`config.mk`:
```
export PLATFORM = sky130hd
export DESIGN_NAME = joystick_axis_calibrate_deadzone
export DESIGN_NICKNAME = d
export VERILOG_FILES = /design/src/sv/jacd_pkg.sv /design/src/sv/jacd_div.sv /design/src/sv/joystick_axis_calibrate_deadzone.sv
export SDC_FILE = /design/constraint.sdc
export NUM_CORES = 1
export LEC_CHECK = 0
export BUFFER_PORTS_ARGS = -buffer_cell sky130_fd_sc_hd__buf_2
export CORE_MARGIN = 4
export CORE_UTILIZATION = 25
export DETAILED_ROUTE_END_ITERATION = 10
export PLACE_DENSITY_LB_ADDON = 0.15
export SYNTH_ARGS = -nofsm -noshare
export SYNTH_HDL_FRONTEND = slang
export SYNTH_SLANG_ARGS = --single-unit
export TNS_END_PERCENT = 1
```
`constraint.sdc`:
```
create_clock -name clk -period 7.95 [get_ports clk]
set_clock_uncertainty 0.15 [all_clocks]
set_input_delay 1.59 -clock clk [delete_from_list [all_inputs] [get_ports clk]]
set_output_delay 1.59 -clock clk [all_outputs]
set_load 0.03 [all_outputs]
```
`src/sv/jacd_pkg.sv`:
```
`default_nettype none

package jacd_pkg;

	// Parameter defaults
	localparam int CALIB_COUNT_DEF = 32;
	localparam int SAMPLE_BITS_DEF = 12;

	// Fixed field widths
	localparam int SAMPLE_W  = 12;
	localparam int S_DATA_W  = 16;
	localparam int S_USER_W  = 2;
	localparam int DZ_W      = 16;
	localparam int LIM_W     = 12;
	localparam int POS_W     = 16;
	localparam int M_USER_W  = 3;
	localparam int CFG_IDX_W = 8;
	localparam int CFG_DAT_W = 16;

	// Divisor width of the shared divider: good-read counts, spans and 1.0 - dead zone
	localparam int DIV_DW = DZ_W + 1;

	// Configuration register indexes
	localparam logic [CFG_IDX_W-1:0] REG_DZ_FRAC      = CFG_IDX_W'(0);
	localparam logic [CFG_IDX_W-1:0] REG_OFFSET_LIMIT = CFG_IDX_W'(1);

	// Configuration reset values
	localparam logic [DZ_W-1:0]  DZ_RESET  = DZ_W'(16384);
	localparam logic [LIM_W-1:0] LIM_RESET = LIM_W'(1023);

	// Sequencer states
	typedef enum logic [2:0] {
		ST_IDLE,
		ST_EVAL,
		ST_CDIV,
		ST_DIV1,
		ST_DIV2,
		ST_OUT
	} jacd_state_t;

endpackage

`default_nettype wire

```
`src/sv/jacd_div.sv`:
```
`default_nettype none

// Restoring divider, one quotient bit per cycle. The dividend low bits
// shift out MSB first; the starting remainder must be below the divisor.
module jacd_div import jacd_pkg::*; #(
	parameter int DW = DIV_DW,
	parameter int LW = DIV_DW
) (
	input  wire logic                       clk,
	input  wire logic                       arst_n,
	input  wire logic                       start,
	input  wire logic [DW-1:0]              r0,
	input  wire logic [LW-1:0]              lo,
	input  wire logic [DW-1:0]              dvs,
	input  wire logic [$clog2(LW+1)-1:0]    steps,
	output logic                            done,
	output logic [LW-1:0]                   quo
);

	localparam int STW = $clog2(LW + 1);

	logic            busy_q;
	logic            done_q;
	logic [STW-1:0]  cnt_q;
	logic [DW-1:0]   rem_q;
	logic [LW-1:0]   lo_q;
	logic [LW-1:0]   quo_q;
	logic [DW-1:0]   dvs_q;

	logic [DW:0]     trial;
	logic [DW:0]     sub;
	logic            ge;
	logic [DW-1:0]   rem_nx;

	// Shift in the next dividend bit and try to subtract
	always_comb begin
		trial  = {rem_q, lo_q[LW-1]};
		sub    = trial - {1'b0, dvs_q};
		ge     = trial >= {1'b0, dvs_q};
		rem_nx = ge ? sub[DW-1:0] : trial[DW-1:0];
	end

	// Step counter and completion flag
	always_ff @(posedge clk or negedge arst_n) begin
		if (!arst_n) begin
			busy_q <= 1'b0;
			done_q <= 1'b0;
			cnt_q  <= '0;
		end else if (start) begin
			busy_q <= 1'b1;
			done_q <= 1'b0;
			cnt_q  <= steps;
		end else if (busy_q) begin
			cnt_q  <= cnt_q - STW'(1);
			done_q <= (cnt_q == STW'(1));
			if (cnt_q == STW'(1)) begin
				busy_q <= 1'b0;
			end
		end else begin
			done_q <= 1'b0;
		end
	end

	// Remainder, dividend and quotient shift registers
	always_ff @(posedge clk) begin
		if (start) begin
			rem_q <= r0;
			lo_q  <= lo;
			dvs_q <= dvs;
			quo_q <= '0;
		end else if (busy_q) begin
			rem_q <= rem_nx;
			lo_q  <= lo_q << 1;
			quo_q <= {quo_q[LW-2:0], ge};
		end
	end

	assign done = done_q;
	assign quo  = quo_q;

endmodule

`default_nettype wire

```
`src/sv/joystick_axis_calibrate_deadzone.sv`:
```
// A calibration attempt goes from ST_EVAL to ST_OUT; an axis's last attempt with good reads
// also runs the center division in ST_CDIV, and a deflection past the dead zone runs two
// divisions (ST_DIV1, ST_DIV2), while one inside the dead zone runs only ST_DIV1.
// One transaction at a time: s_tready is high only in ST_IDLE, so the next input is taken
// only once the result has registered, and a result stall holds it back.
// Reset (arst_n low): mid-scale centers, zero counts, dead zone 0.25, offset limit 1023.
`default_nettype none

module joystick_axis_calibrate_deadzone import jacd_pkg::*; #(
	parameter int CALIB_COUNT = CALIB_COUNT_DEF,
	parameter int SAMPLE_BITS = SAMPLE_BITS_DEF
) (
	input  wire logic                  clk,
	input  wire logic                  arst_n,
	// tdata: sample[11:0], zero fill
	input  wire logic [S_DATA_W-1:0]   s_tdata,
	// tuser: axis, sample_ok
	input  wire logic [S_USER_W-1:0]   s_tuser,
	input  wire logic                  s_tvalid,
	output logic                       s_tready,
	// tdata: position[15:0]
	output logic [POS_W-1:0]           m_tdata,
	// tuser: axis_out, ready_res, center_fallback
	output logic [M_USER_W-1:0]        m_tuser,
	output logic                       m_tvalid,
	input  wire logic                  m_tready,
	input  wire logic                  cfg_valid,
	output logic                       cfg_ready,
	input  wire logic [CFG_IDX_W-1:0]  cfg_index,
	input  wire logic [CFG_DAT_W-1:0]  cfg_data
);

	localparam int SB   = SAMPLE_BITS;
	localparam int CW   = $clog2(CALIB_COUNT + 1);
	localparam int SUMW = SB + CW;
	localparam int DW   = DIV_DW;
	localparam int LW   = (SUMW > DW) ? SUMW : DW;
	localparam int STW  = $clog2(LW + 1);
	localparam int CMPW = (SB > LIM_W) ? SB : LIM_W;

	localparam logic [SB-1:0] ADC_MAX = {SB{1'b1}};
	localparam logic [SB-1:0] ADC_MID = {1'b0, {(SB-1){1'b1}}};
	localparam logic [CW-1:0] CAL_N   = CW'(CALIB_COUNT);

	jacd_state_t state_q, state_nx;

	// Configuration
	logic [DZ_W-1:0]  dz_q;
	logic [LIM_W-1:0] lim_q;

	// Per-axis calibration state
	logic [SB-1:0]    center_q [2];
	logic [SUMW-1:0]  sum_q    [2];
	logic [CW-1:0]    att_q    [2];
	logic [CW-1:0]    good_q   [2];
	logic             fb_q     [2];

	// Item in flight
	logic             axis_q;
	logic [SB-1:0]    raw_q;
	logic             ok_q;
	logic             neg_q;
	logic [POS_W-1:0] pos_q;

	// Output register
	logic                  m_valid_q;
	logic [POS_W-1:0]      m_data_q;
	logic [M_USER_W-1:0]   m_user_q;

	// Datapath values
	logic             done0, done1, done_a, both_done;
	logic [CW-1:0]    att_new, good_new;
	logic [SUMW-1:0]  sum_new;
	logic             last_att;
	logic [SB-1:0]    center_a;
	logic             neg;
	logic [SB-1:0]    span, diff;
	logic [DW-1:0]    mag;
	logic             below_dz;
	logic [DW-1:0]    md;
	logic [SB-1:0]    cnew, ctr_dist;
	logic             in_limit;
	logic [DZ_W-1:0]  scaled;
	logic             out_free;

	// Divider interface
	logic             div_start;
	logic [DW-1:0]    div_r0;
	logic [LW-1:0]    div_lo;
	logic [DW-1:0]    div_dvs;
	logic [STW-1:0]   div_steps;
	logic             div_done;
	logic [LW-1:0]    div_quo;

	jacd_div #(
		.DW (DW),
		.LW (LW)
	) u_div (
		.clk    (clk),
		.arst_n (arst_n),
		.start  (div_start),
		.r0     (div_r0),
		.lo     (div_lo),
		.dvs    (div_dvs),
		.steps  (div_steps),
		.done   (div_done),
		.quo    (div_quo)
	);

	// Decode calibration progress and the deflection operands
	always_comb begin
		done0     = att_q[0] >= CAL_N;
		done1     = att_q[1] >= CAL_N;
		done_a    = att_q[axis_q] >= CAL_N;
		both_done = done0 && done1;
		att_new   = att_q[axis_q] + CW'(1);
		good_new  = good_q[axis_q] + CW'(ok_q);
		sum_new   = sum_q[axis_q] + (ok_q ? SUMW'(raw_q) : '0);
		last_att  = att_new == CAL_N;
		center_a  = center_q[axis_q];
		neg       = raw_q < center_a;
		span      = neg ? center_a : (ADC_MAX - center_a);
		diff      = neg ? (center_a - raw_q) : (raw_q - center_a);
		mag       = div_quo[DW-1:0];
		below_dz  = mag < {1'b0, dz_q};
		md        = mag - {1'b0, dz_q};
		cnew      = div_quo[SB-1:0];
		ctr_dist  = (cnew >= ADC_MID) ? (cnew - ADC_MID) : (ADC_MID - cnew);
		in_limit  = CMPW'(ctr_dist) <= CMPW'(lim_q);
		scaled    = div_quo[DZ_W-1] ? {1'b0, {(DZ_W-1){1'b1}}} : div_quo[DZ_W-1:0];
		out_free  = !m_valid_q || m_tready;
	end

	// Select divider operands for the current step
	always_comb begin
		priority if (state_q == ST_DIV1) begin
			div_r0    = md >> 1;
			div_lo    = {md[0], {(LW-1){1'b0}}};
			div_dvs   = {1'b1, {DZ_W{1'b0}}} - {1'b0, dz_q};
			div_steps = STW'(DZ_W);
		end else if (!done_a) begin
			div_r0    = '0;
			div_lo    = LW'(sum_new) << (LW - SUMW);
			div_dvs   = DW'(good_new);
			div_steps = STW'(SUMW);
		end else begin
			div_r0    = DW'(diff >> 1);
			div_lo    = {diff[0], {(LW-1){1'b0}}};
			div_dvs   = DW'(span);
			div_steps = STW'(DW);
		end
	end

	// Next state and divider start
	always_comb begin
		state_nx  = state_q;
		div_start = 1'b0;
		unique case (state_q)
			ST_IDLE: begin
				if (s_tvalid) begin
					state_nx = ST_EVAL;
				end
			end
			ST_EVAL: begin
				if (!done_a) begin
					if (last_att && good_new != '0) begin
						div_start = 1'b1;
						state_nx  = ST_CDIV;
					end else begin
						state_nx = ST_OUT;
					end
				end else if (both_done && ok_q && span != '0) begin
					div_start = 1'b1;
					state_nx  = ST_DIV1;
				end else begin
					state_nx = ST_OUT;
				end
			end
			ST_CDIV: begin
				if (div_done) begin
					state_nx = ST_OUT;
				end
			end
			ST_DIV1: begin
				if (div_done) begin
					if (below_dz) begin
						state_nx = ST_OUT;
					end else begin
						div_start = 1'b1;
						state_nx  = ST_DIV2;
					end
				end
			end
			ST_DIV2: begin
				if (div_done) begin
					state_nx = ST_OUT;
				end
			end
			ST_OUT: begin
				if (out_free) begin
					state_nx = ST_IDLE;
				end
			end
			default: state_nx = ST_IDLE;
		endcase
	end

	always_ff @(posedge clk or negedge arst_n) begin
		if (!arst_n) begin
			state_q <= ST_IDLE;
		end else begin
			state_q <= state_nx;
		end
	end

	// Configuration writes; unknown indexes are dropped
	always_ff @(posedge clk or negedge arst_n) begin
		if (!arst_n) begin
			dz_q  <= DZ_RESET;
			lim_q <= LIM_RESET;
		end else if (cfg_valid) begin
			if (cfg_index == REG_DZ_FRAC) begin
				dz_q <= cfg_data[DZ_W-1:0];
			end else if (cfg_index == REG_OFFSET_LIMIT) begin
				lim_q <= cfg_data[LIM_W-1:0];
			end
		end
	end

	// Advance calibration and set the center when an axis finishes
	always_ff @(posedge clk or negedge arst_n) begin
		if (!arst_n) begin
			for (int i = 0; i < 2; i++) begin
				center_q[i] <= ADC_MID;
				sum_q[i]    <= '0;
				att_q[i]    <= '0;
				good_q[i]   <= '0;
				fb_q[i]     <= 1'b0;
			end
		end else if (state_q == ST_EVAL && !done_a) begin
			att_q[axis_q]  <= att_new;
			good_q[axis_q] <= good_new;
			sum_q[axis_q]  <= sum_new;
			if (last_att && good_new == '0) begin
				center_q[axis_q] <= ADC_MID;
				fb_q[axis_q]     <= 1'b0;
			end
		end else if (state_q == ST_CDIV && div_done) begin
			center_q[axis_q] <= in_limit ? cnew : ADC_MID;
			fb_q[axis_q]     <= !in_limit;
		end
	end

	// Hold the item in flight and build the position
	always_ff @(posedge clk) begin
		if (state_q == ST_IDLE && s_tvalid) begin
			axis_q <= s_tuser[0];
			ok_q   <= s_tuser[1];
			raw_q  <= SB'(s_tdata[SAMPLE_W-1:0]);
		end
		if (state_q == ST_EVAL) begin
			pos_q <= '0;
			neg_q <= neg;
		end else if (state_q == ST_DIV2 && div_done) begin
			pos_q <= neg_q ? (POS_W'(0) - scaled) : scaled;
		end
	end

	// Output register
	always_ff @(posedge clk or negedge arst_n) begin
		if (!arst_n) begin
			m_valid_q <= 1'b0;
		end else if (state_q == ST_OUT && out_free) begin
			m_valid_q <= 1'b1;
		end else if (m_tready) begin
			m_valid_q <= 1'b0;
		end
	end

	always_ff @(posedge clk) begin
		if (state_q == ST_OUT && out_free) begin
			m_data_q <= pos_q;
			m_user_q <= {fb_q[axis_q], both_done, axis_q};
		end
	end

	assign s_tready  = state_q == ST_IDLE;
	assign cfg_ready = 1'b1;
	assign m_tvalid  = m_valid_q;
	assign m_tdata   = m_data_q;
	assign m_tuser   = m_user_q;

endmodule

`default_nettype wire

```
### After elaboration in Yosys (flattened, before gate mapping)

Index checks and enable logic that the tools add are counted.
Widths: inputs -> output; s select.

| word-level totals | value |
|---|---|
| flip-flop bits (word level) | 244 |
| bits in latches | 0 |
| RAM bits | 0 |
| ROM bits | 0 |
| input port bits | 47 |
| output and inout port bits | 22 |
| logic and storage cells | 177 |
| memories kept | 0 |

| operators by class | value |
|---|---|
| add/subtract/negate cells | 13 |
| $mul | 0 |
| div/mod/pow operators | 0 |
| $lt $le $gt $ge | 10 |
| equality and inequality tests | 13 |
| shifts and indexed selects | 0 |
| muxes and demuxes | 78 |
| bitwise logic cells | 7 |
| reductions and logical operators | 28 |

Operators by type and width:

| cell | count |
|---|---|
| $mux 18 | 8 |
| $mux 12 | 10 |
| $mux 17 | 5 |
| $mux 24 | 3 |
| $mux 6 | 7 |
| $bwmux 36 | 1 |
| $bwmux 12 | 2 |
| $bwmux 24 | 1 |
| $sub 12x12->12 | 2 |
| $or 22x22->22 | 1 |
| $mux 3 | 7 |
| $add 18x12->18 | 1 |
| $demux 18 s1 | 1 |
| $ge 18x17->1 | 1 |
| $ge 6x6->1 const B | 3 |
| $lt 17x16->1 | 1 |
| $mux 1 | 17 |
| $sub 17x16->17 | 1 |
| $sub 17x16->17 const A | 1 |
| $sub 17x17->17 | 1 |
| $mux 16 | 1 |
| $sub 1x15->16 const A | 1 |
| $mux 15 | 1 |
| $pmux 3 s5 | 1 |
| other kinds (44) | 71 |

### Longest topological paths before layout

| depth | value |
|---|---|
| word-level depth | 12 |
| gate-level depth with buffers | 19 |
| gate-level depth less buffers | 16 |

### Hierarchy

A second synthesis with hierarchy kept.

| unflattened totals | value |
|---|---|
| cells, all modules | 1627 |
| area total of the unflattened synthesis | 15428.5 µm² |

Modules (own cells, without submodules):

| module | instances | cells an instance | area each (µm²) | sequential area each (µm²) |
|---|---|---|---|---|
| joystick_axis_calibrate_deadzone | 1 | 1250 | 11264.6 | 4335.4 |
| jacd_div | 1 | 377 | 4164.0 | 2097.0 |

### Least setup slack after synthesis

No wires, ideal clock.

| timing | value |
|---|---|
| kind | reg2reg |
| start | register axis_q |
| end | register u_div.lo_q[0] (enable) |
| library setup time | 427 ps |
| data arrival time | 4204 ps |
| required time | 7373 ps |
| setup slack | 3169 ps |
| cell stages (with the launch flop) | 14 |
| buffers on the path | 6 |
| clock period less this slack | 4781 ps |
| cell sequence | edfxtp_1 > buf_6 > buf_2 > buf_2 > buf_2 > clkbuf_1 > buf_1 > mux2_2 > ha_1 > ha_1 > or3_1 > o211ai_2 > a21oi_1 > or3_1 |

| on the way | value |
|---|---|
| elaborated cells on any way between the ends | 26 |
| classes of those cells | add/sub: 3; order compare: 2; eq/ne: 1; mux: 14; bitwise: 1; reduce/logical: 5 |

RTL lines:

| what | line | RTL |
|---|---|---|
| start: declaration | joystick_axis_calibrate_deadzone.sv:59 | `logic axis_q;` |
| start signal: assignment | joystick_axis_calibrate_deadzone.sv:257 | `axis_q <= s_tuser[0];` |
| $not 1->2 (not written as such) | joystick_axis_calibrate_deadzone.sv:117 | `good_new = good_q[axis_q] + CW'(ok_q);` |
| $mux 6 (not written as such) (3 in series) | joystick_axis_calibrate_deadzone.sv:117 |  |
| $add 6x1->6 | joystick_axis_calibrate_deadzone.sv:117 |  |
| via good_new[1] | joystick_axis_calibrate_deadzone.sv:72 | `logic [CW-1:0] att_new, good_new;` |
| $reduce_bool 6->1 | joystick_axis_calibrate_deadzone.sv:166 | `if (last_att && good_new != '0) begin` |
| $logic_and 1x1->1 | joystick_axis_calibrate_deadzone.sv:166 |  |
| $mux 1 | joystick_axis_calibrate_deadzone.sv:166 |  |
| $mux 1 | joystick_axis_calibrate_deadzone.sv:165 | `if (!done_a) begin` |
| $pmux 1 s2 | joystick_axis_calibrate_deadzone.sv:158 | `unique case (state_q)` |
| $reduce_bool 2->1 (no line) | n/a |  |
| end signal: assignment | jacd_div.sv:68 | `lo_q <= lo;` |
| end signal: assignment | jacd_div.sv:73 | `lo_q <= lo_q << 1;` |
| end: declaration | jacd_div.sv:26 | `logic [LW-1:0] lo_q;` |

The timed path passes the listed nets, and every way through them passes these cells. The select of a mux whose other input is x is not followed.
A chain may end at the register's enable or synchronous reset.

### Final worst setup path

| timing | value |
|---|---|
| start | register axis_q |
| end | register u_div.lo_q[14], data pin |

| on the way | value |
|---|---|
| cells in the longest elaborated chain, start to end | 12 |
| elaborated cells on any way between the ends | 32 |
| classes of those cells | add/sub: 4; order compare: 2; eq/ne: 1; mux: 20; bitwise: 1; reduce/logical: 4 |

RTL lines:

| what | line | RTL |
|---|---|---|
| $not 1->2 (not written as such) * | n/a |  |
| $mux 12 (not written as such) (3 in series) | joystick_axis_calibrate_deadzone.sv:120 | `center_a = center_q[axis_q];` |
| $sub 12x12->12 / $lt 12x12->1 (equally long branches) | joystick_axis_calibrate_deadzone.sv:122, joystick_axis_calibrate_deadzone.sv:121 |  |
| $mux 12 | joystick_axis_calibrate_deadzone.sv:122 | `span = neg ? center_a : (ADC_MAX - center_a);` |
| $reduce_bool 12->1 | joystick_axis_calibrate_deadzone.sv:172 | `end else if (both_done && ok_q && span != '0) begin` |
| $logic_and 1x1->1 | joystick_axis_calibrate_deadzone.sv:172 |  |
| $mux 1 | joystick_axis_calibrate_deadzone.sv:172 |  |
| $mux 1 | joystick_axis_calibrate_deadzone.sv:165 |  |
| $pmux 1 s2 | joystick_axis_calibrate_deadzone.sv:158 |  |
| $mux 18 * | jacd_div.sv:66 | `if (start) begin` |

Every way passes the cells marked *; elsewhere a longest branch is shown, timed or not. The select of a mux whose other input is x is not followed.

==> reports/qor.yml <==
floorplan:
  die_h_um: 255
  dieArea_um2: 65200
  die_w_um: 255
  initial_core_util: 0.253
  ios: 69
  core_um2: 60500
  num_rows: 90
sta:
  worst_pin_slew_ps: 1060
  worst_slack_ps: 2570
  slew_viol_final: 0
  finalHoldViolCount: 0
  rsz0062_at_grt: "false"
  setup_viol: 0
  slew_headroom: 0.295
  timing.final.crit_share: 0.677
  period_minus_slack_ps: 5380
  setup_tns_ps: 0
  fmax_ghz: 0.186
  whs_ps: 278
synth:
  synth-async-reset-ratio: 0.512
  synth_warnings: 0
  synth_flop_cell: "dfrtp_1"
  ys_seq_elements: 244
  synthesis.nets: 1741
  synth_edf_count: 86
  netlist_area_um2: 15300
  yosysUniqueCellTypes: 84
  syn_inst: 1600
  syn_avg_cell_area_um2: 9.56
  ys_seq_area_frac: 0.419
clocking:
  worst_skew_pair.late_latency_ps: 590
  clock_path_buffers: 3
  hold_buffers: 0
  numCtsBuffers: 31
  clk_pin_slew_ps: 60
  cts_resized: 0
  cts_tree: "done"
  clock_sinks: 244
  root_buffer: "clkbuf_16"
  ctsHtreeMaxLevel: 1
  postCtsSetupBuffers: 0
routing:
  drc_errors: 0
  wire_per_inst_um: 18.6
  vias: 11664
  first_iter_violations: 737
  ant_nets: 0
  routed_wl_um: 45500
  via_per_inst: 4.77
  dr.pass1.iters: 5
power_and_ir_drop:
  p_per_area_nw_per_um2: 229
  peakVddDrop_uv: 154
  power_mw: 4.00
  p_leak_nw: 7.31
setup_path:
  crit_path_end: "u_div.lo_q[14]"
  arrival_ps: 5540
  crit_fanout: 51
  slowest_stage: "edfxtp_1"
  r2r_start: "axis_q"
  start_kind: "flip-flop"
  cp_data_required_time_ps: 8110
  crit_chain: "buf_4 -> mux2_2 -> ha_1 -> o21ai_1 -> xor2_1 -> o32a_4 -> o211ai_2 -> a21o_4 -> nand2_4 -> buf_4 -> mux2_4"
  critPathLaunch: "axis_q"
  crit_type: "flip-flop to flip-flop"
  worst-path-buf-inv: 2
  cp_slowest_stage_delay_ps: 870
  rrSetupSlack_ps: 2570
  crit_top_cell: "buf_4"
  critPathTopFamily: "buffers and inverters"
  cp.depth: 11
  worstReg2RegEnd: "u_div.lo_q[14]"
  end_kind: "flip-flop"
  reg2regPathDepth: 11
run_status:
  status: "finished clean"
placement:
  postPlaceCellArea_um2: 16400
  dp_hpwl_um: 32800
  place_ws_ps: 2550
  io_buffers: 63
  place_congestion: 0.824
  dp.cells: 2384
global_route:
  gr-total-overflow: 0
  grt_pass1_vias: 11694
  grt_max_degree: 74
  grt_first_pass_wirelength_um: 70400
  grt_use_total: 0.135
  antenna_found_initial: 2
worst_hold_path:
  hold_class: "flip-flop to flip-flop"
flow_run:
  maxCapViolations: 0
finish:
  stdcell_area_um2: 17400
  final_cell_count_no_fill: 2443
  final_util: 0.289
  layout-drive-gt1-share: 0.143
  areaGrowthSynthToFinish_pct: 14.1
  fin_nets: 1776
[registers in the layout, summed over array words and instances (netlist names), 16 cells and up]
signal / count
sum_q: 36
center_q: 24
u_div.lo_q: 18
u_div.dvs_q: 17
u_div.quo: 17
u_div.rem_q: 17
dz_q: 16
m_tdata: 16
pos_q: 16
[layout by cell type, fill, tap and decap left out, types with 21 or more instances in the layout]
cell / synthesis / layout
o21ai_0: 99 / 99
inv_1: 99 / 99
xnor2_1: 61 / 61
ha_1: 89 / 89
buf_2: 12 / 62
dfstp_2: 33 / 33
nor3_1: 27 / 26
mux2i_1: 57 / 57
mux2_2: 36 / 36
a21oi_1: 73 / 73
clkbuf_16: 0 / 34
dfxtp_1: 33 / 33
dfrtp_1: 92 / 92
nor2_1: 122 / 120
and2_1: 21 / 21
buf_4: 3 / 21
nand3_1: 32 / 32
nand2_1: 185 / 185
a21o_1: 23 / 23
o22a_1: 24 / 24
xor2_1: 40 / 40
edfxtp_1: 86 / 86
[power breakdown]
group | total, mW | internal [mW] | switching (mW) | leakage [nW]
sequential | 1.57 | 1.46 | 0.114 | 2.51
clock | 1.45 | 0.877 | 0.575 | 0.511
combinational | 0.977 | 0.348 | 0.629 | 4.29
[final cells by class]
cell class	instances	area, um^2
fillers	6339	43000
multi-input cells	1174	8160
flip-flops and latches	244	6410
well taps	782	978
clock buffers	47	940
repair buffers	83	468
inverters	101	379
clock inverters	11	113
diodes	1	2.50
[kinds of logic (layout without fill, tap and decap cells)]
group	count (synthesis)	after routing	share of synthesized area
compound gates	371	371	0.160
mux	110	110	0.0805
xor+xnor	101	101	0.0578
fa+ha+maj	94	94	0.0794
other cells	1	2	0.000245
flops	244	244	0.419
buf+inv	182	242	0.0493
simple gates	497	497	0.153
[cells in the mapped netlist (all sizes together), types with 22 or more instances]
master  number  share of area
a21o        24          0.012
a21oi       73          0.024
and2        22         0.0090
buf         26          0.011
clkbuf      55          0.013
dfrtp       92           0.15
dfstp       33          0.057
dfxtp       33          0.043
edfxtp      86           0.17
ha          89          0.073
inv        100          0.025
mux2        53          0.043
mux2i       57          0.037
nand2      186          0.046
nand3       34          0.013
nor2       122          0.030
nor3        28         0.0095
o21ai      107          0.035
o22a        24          0.014
xnor2       61          0.035
xor2        40          0.023
[worst min-delay path by stage]
stage | startpoint | end | slack (ps) | depth (start not counted)
2_1_floorplan | pos_q[5] | m_tdata[5] | 250 | 0
3_3_place_gp | pos_q[2] | m_tdata[2] | 270 | 0
3_5_place_dp | pos_q[4] | m_tdata[4] | 270 | 0
4_1_cts | pos_q[7] | m_tdata[7] | 280 | 0
5_1_grt | pos_q[12] | m_tdata[12] | 300 | 0
6_report | pos_q[7] | m_tdata[7] | 280 | 0
[metal layers]
layer  track usage  vias to the layer above  part of all wire  wire length (um)
li1              -                     5766                 -                 -
met1         0.193                     5686              0.49             22300
met2         0.216                      158              0.45             20600
met3        0.0198                       54             0.040              1800
met4        0.0320                        0             0.019               870
met5             0                        -                 0                 0
(Power assumes the default switching activity.)
